===== src/hw/rtl/sccl_ram.sv =====
module sccl_ram #(
	parameter int WIDTH = 8,
	parameter int DEPTH = 16
) (
	input  logic                             clk,
	input  logic                             we,
	input  logic [$clog2(DEPTH)-1:0]         waddr,
	input  logic [WIDTH-1:0]                 wdata,
	input  logic [$clog2(DEPTH)-1:0]         raddr,
	output logic [WIDTH-1:0]                 rdata
);

	logic [WIDTH-1:0] mem [DEPTH];

	always_ff @(posedge clk) begin
		if (we) begin
			mem[waddr] <= wdata;
		end
		rdata <= mem[raddr];
	end

endmodule

===== config.mk =====
export PLATFORM = sky130hd
export DESIGN_NAME = sccl_ram
export DESIGN_NICKNAME = d
export VERILOG_FILES = /design/src/hw/rtl/sccl_ram.sv
export SDC_FILE = /design/constraint.sdc
export NUM_CORES = 1
export LEC_CHECK = 0
export BUFFER_PORTS_ARGS = -buffer_cell sky130_fd_sc_hd__buf_2
export CORE_MARGIN = 3
export CORE_UTILIZATION = 43
export DETAILED_ROUTE_END_ITERATION = 16
export SETUP_SLACK_MARGIN = 0.5
export SLEW_MARGIN = 10
export SYNTH_ARGS = -nofsm -noshare
export SYNTH_HDL_FRONTEND = slang
export SYNTH_SLANG_ARGS = --single-unit

===== constraint.sdc =====
create_clock -name clk -period 2 [get_ports clk]
set_clock_uncertainty 0.2 [all_clocks]
set_input_delay 0.1 -clock clk [delete_from_list [all_inputs] [get_ports clk]]
set_output_delay 0.1 -clock clk [all_outputs]
set_load 0.01 [all_outputs]

==> results.txt <==
- Routability-driven placement finished with a final weighted congestion of 0.720.
- Launch point of the critical path: mem[9][5]
* Height of the chip: 115 µm
- Boundary Pins: 26
- Overall fraction of global-route tracks in use: 0.171
- Summed over all cells, the static leakage comes to 2.11 nW.
- Routed via count: 2432
* Net count of the mapped netlist: 247
- The number of max-slew violations in the final report came to 0.
- The final layout contains routed wiring with a total length of 10.3 mm.
- Count of cells along the worst hold path: 4
- Placed cells: 412
- Worst R2R End: rdata[5]
- Yosys printed 0 warnings.
- The cell area that synthesis handed to floorplanning was 5150 µm².
- Buffers added to address setup during post-CTS repair amount to 0.
- For the finished layout, the period the worst path requires is 1470 ps.
- The count of cells in the finished layout, fillers not included, comes to 452.
- At the later pin of the worst-skew pair, clock insertion delay measures 410 ps.
- Final-stage net count: 314
- Once detail routing completed, the nets flagged for antenna violations numbered 0.
- Total die area: 13300 µm²
- First-pass GRT wire length: 15.9 mm
- At the pin with the least slew margin, the transition time is 518 ps.
* Post-route fraction of the period consumed by the critical path: 0.737
- Worst setup path class: reg -> reg
* Die width: 115 µm
- Tightest hold margin: 21.9 ps
- Compared with the post-synthesis result, the final layout area differs by 21.8%.
* Max-Cap Viols: 0
- Library cell with the largest summed area after synthesis: edfxtp_1
- The first detailed-routing pass took 5 iterations.
- Run status: finished clean
- For this run the aggregate overflow at the end of global routing stands at 0.
- Dividing the detail-routed wire length by the instance count gives 22.8 µm.
- The initialized floorplan defines 39 standard-cell rows.
* Number of register bits inferred by synthesis: 136
- Fmax: 678 MHz
* Proportion of synthesized chip area in sequential cells: 0.778
- Clock tree synthesis found a total of 136 sinks.
- Across the VDD grid, the largest voltage drop is 0.531 mV.
- In this run the worst path has a maximum fanout of 1.
- In this run the tightest slew margin relative to its limit is 0.655.
- Vias per inst: 5.38
- Setup repair after global routing missed its margin: true
- The most critical setup path has its endpoint at rdata[5].
* Antenna violations before repair: 0
- Startpoint of the lowest-slack register-to-register path: mem[9][5]
- TritonCTS built the clock tree.
- Post-synthesis area per instance: 22.5 µm²
- The via count of the first global-routing pass came to 2630.
- Counting distinct cell types in the post-synthesis netlist gives 19.
- H-tree lvl count: 4
- Fraction of final layout cells with drive strength greater than 1: 0.369
* Clock-pin slew reported for the worst setup and hold paths after clock tree synthesis: 60 ps
- Remaining design rule violation count: 0
* Crit end category: flop
- Leading cell types by total area after synthesis: edfxtp_1 (75%), mux4_2 (7.9%), mux4_1 (7.1%)
- STA puts the critical path data arrival time at 1550 ps.
* Largest net degree at the start of global routing: 24
- The worst register-to-register path has a depth of 3.
* Core Footprint: 11600 µm²
* Root Driver: clkbuf_16
- The final count of hold timing violations is 0.
- Setup violations remaining at the end of the flow were counted as 0.
- During placement, the flow inserted port buffers numbering 25.
- Detailed placement ended at an HPWL of 6.65 mm.
- Starting density of the core: 0.445
- Number of instances in the synthesized netlist: 229
- In this run the power density over the cells is 1060 nW/µm².
- Iteration-0 DRC count of the detailed router: 230
- Buffers inserted during clock tree synthesis total 17.
* Type of the most critical hold path: in -> reg
- The longest clock path from root to sink contains 2 buffers.
- Top cell type's share of synthesized area: 0.747
- Reg-to-reg setup timing slack: 530 ps
- STA puts the critical path data required time at 2080 ps.
* Kind of start point of the critical path: flop
* Sum Neg Setup Slack: 0 ps
* Total inserted antenna cells: 0
where the power goes:
part           internal [W]  switching [W]  total (W)
sequential          0.00319      0.0000197    0.00321
combinational      0.000150       0.000185   0.000335
clock               0.00199        0.00111    0.00310
total               0.00533        0.00131    0.00664
worst min-delay path by stage:
stage	start	to	slack (ps)
2_1_floorplan	wdata[0]	mem[0][0]	-1
3_3_place_gp	wdata[1]	mem[13][1]	290
3_5_place_dp	wdata[0]	mem[13][0]	290
4_1_cts	raddr[2]	rdata[7]	10
5_1_grt	waddr[0]	mem[4][6]	50
6_report	raddr[2]	rdata[7]	20
metal layers:
layer,part of all wire,global-route usage,vias up
met1,0.47,0.247,1256
met2,0.48,0.250,77
met3,0.052,0.0439,2
met5,0,0,-
li1,-,-,1097
met4,0.0059,0.0728,0
Yosys cell counts:
master	n
dfxtp_1	8
mux4_1	14
nor2b_1	1
and2_1	1
nand3b_1	2
edfxtp_1	128
or3b_2	1
nor2_1	13
nand2b_1	2
nand3_1	1
a22oi_1	16
clkdlybuf4s25_2	3
buf_6	3
and2b_1	1
nor3_1	4
mux4_2	18
nand2_1	9
buf_4	1
buf_2	3
worst max-delay path: stages, from the launching register on:
cell,delay (ps)
edfxtp_1,350
mux4_1,500
a22oi_1,200
nand2_1,110
state kept, by name (all words and copies together), names as in the netlist:
signal and count:
mem 128, rdata 8
kinds of logic (layout without fill, tap and decap cells):
logic type | after synthesis | count (layout) | synth area share
DFF | 136 | 136 | 0.778
and+or+nand+nor | 35 | 35 | 0.0318
muxes | 32 | 32 | 0.150
AOI/OAI and AO/OA | 16 | 16 | 0.0233
buffers and inverters | 10 | 90 | 0.0168
per-stage QoR:
step,total power (W),instance area (µm²),setup WS (ps),util
after floorplan,0.00343,5150,434,-
after global placement,0.00357,5580,221,0.483
after detailed placement,0.00358,5580,253,0.483
after CTS,0.00669,6270,502,0.542
after global routing,0.00686,6270,467,0.542
final,0.00664,6270,525,0.542
layout by cell type (no fill, tap or decap), types with 2 or more instances in the layout:
cell	Yosys	final
a22oi_1	16	9
a22oi_2	0	7
buf_12	0	2
buf_2	3	25
buf_4	1	23
bufinv_16	0	3
clkbuf_1	0	3
clkbuf_16	0	17
clkinvlp_4	0	6
dfxtp_1	8	8
dlygate4sd3_1	0	8
edfxtp_1	128	128
mux4_1	14	6
mux4_2	18	26
nand2_1	9	9
nand2b_1	2	2
nand3b_1	2	2
nor2_1	13	13
nor3_1	4	3
repair_timing:
item | 4_1_cts | 5_1_grt
pin swaps | 5 | 6
cloned | 0 | 0
endpoints found under the hold margin | 128 | 0
gates resized for setup | 9 | 6
hold buffers | 8 | 0
setup endpoints to repair | 7 | 8
final cells by class:
cell class,instances,area [µm²]
clock buffer,21,450
tap,143,179
clock inverter,11,149
multi-input combinational,83,1070
sequential,136,4000
timing repair buffer,58,418
fill,881,5300
No activity file was read; power rests on OpenSTA's default activity.
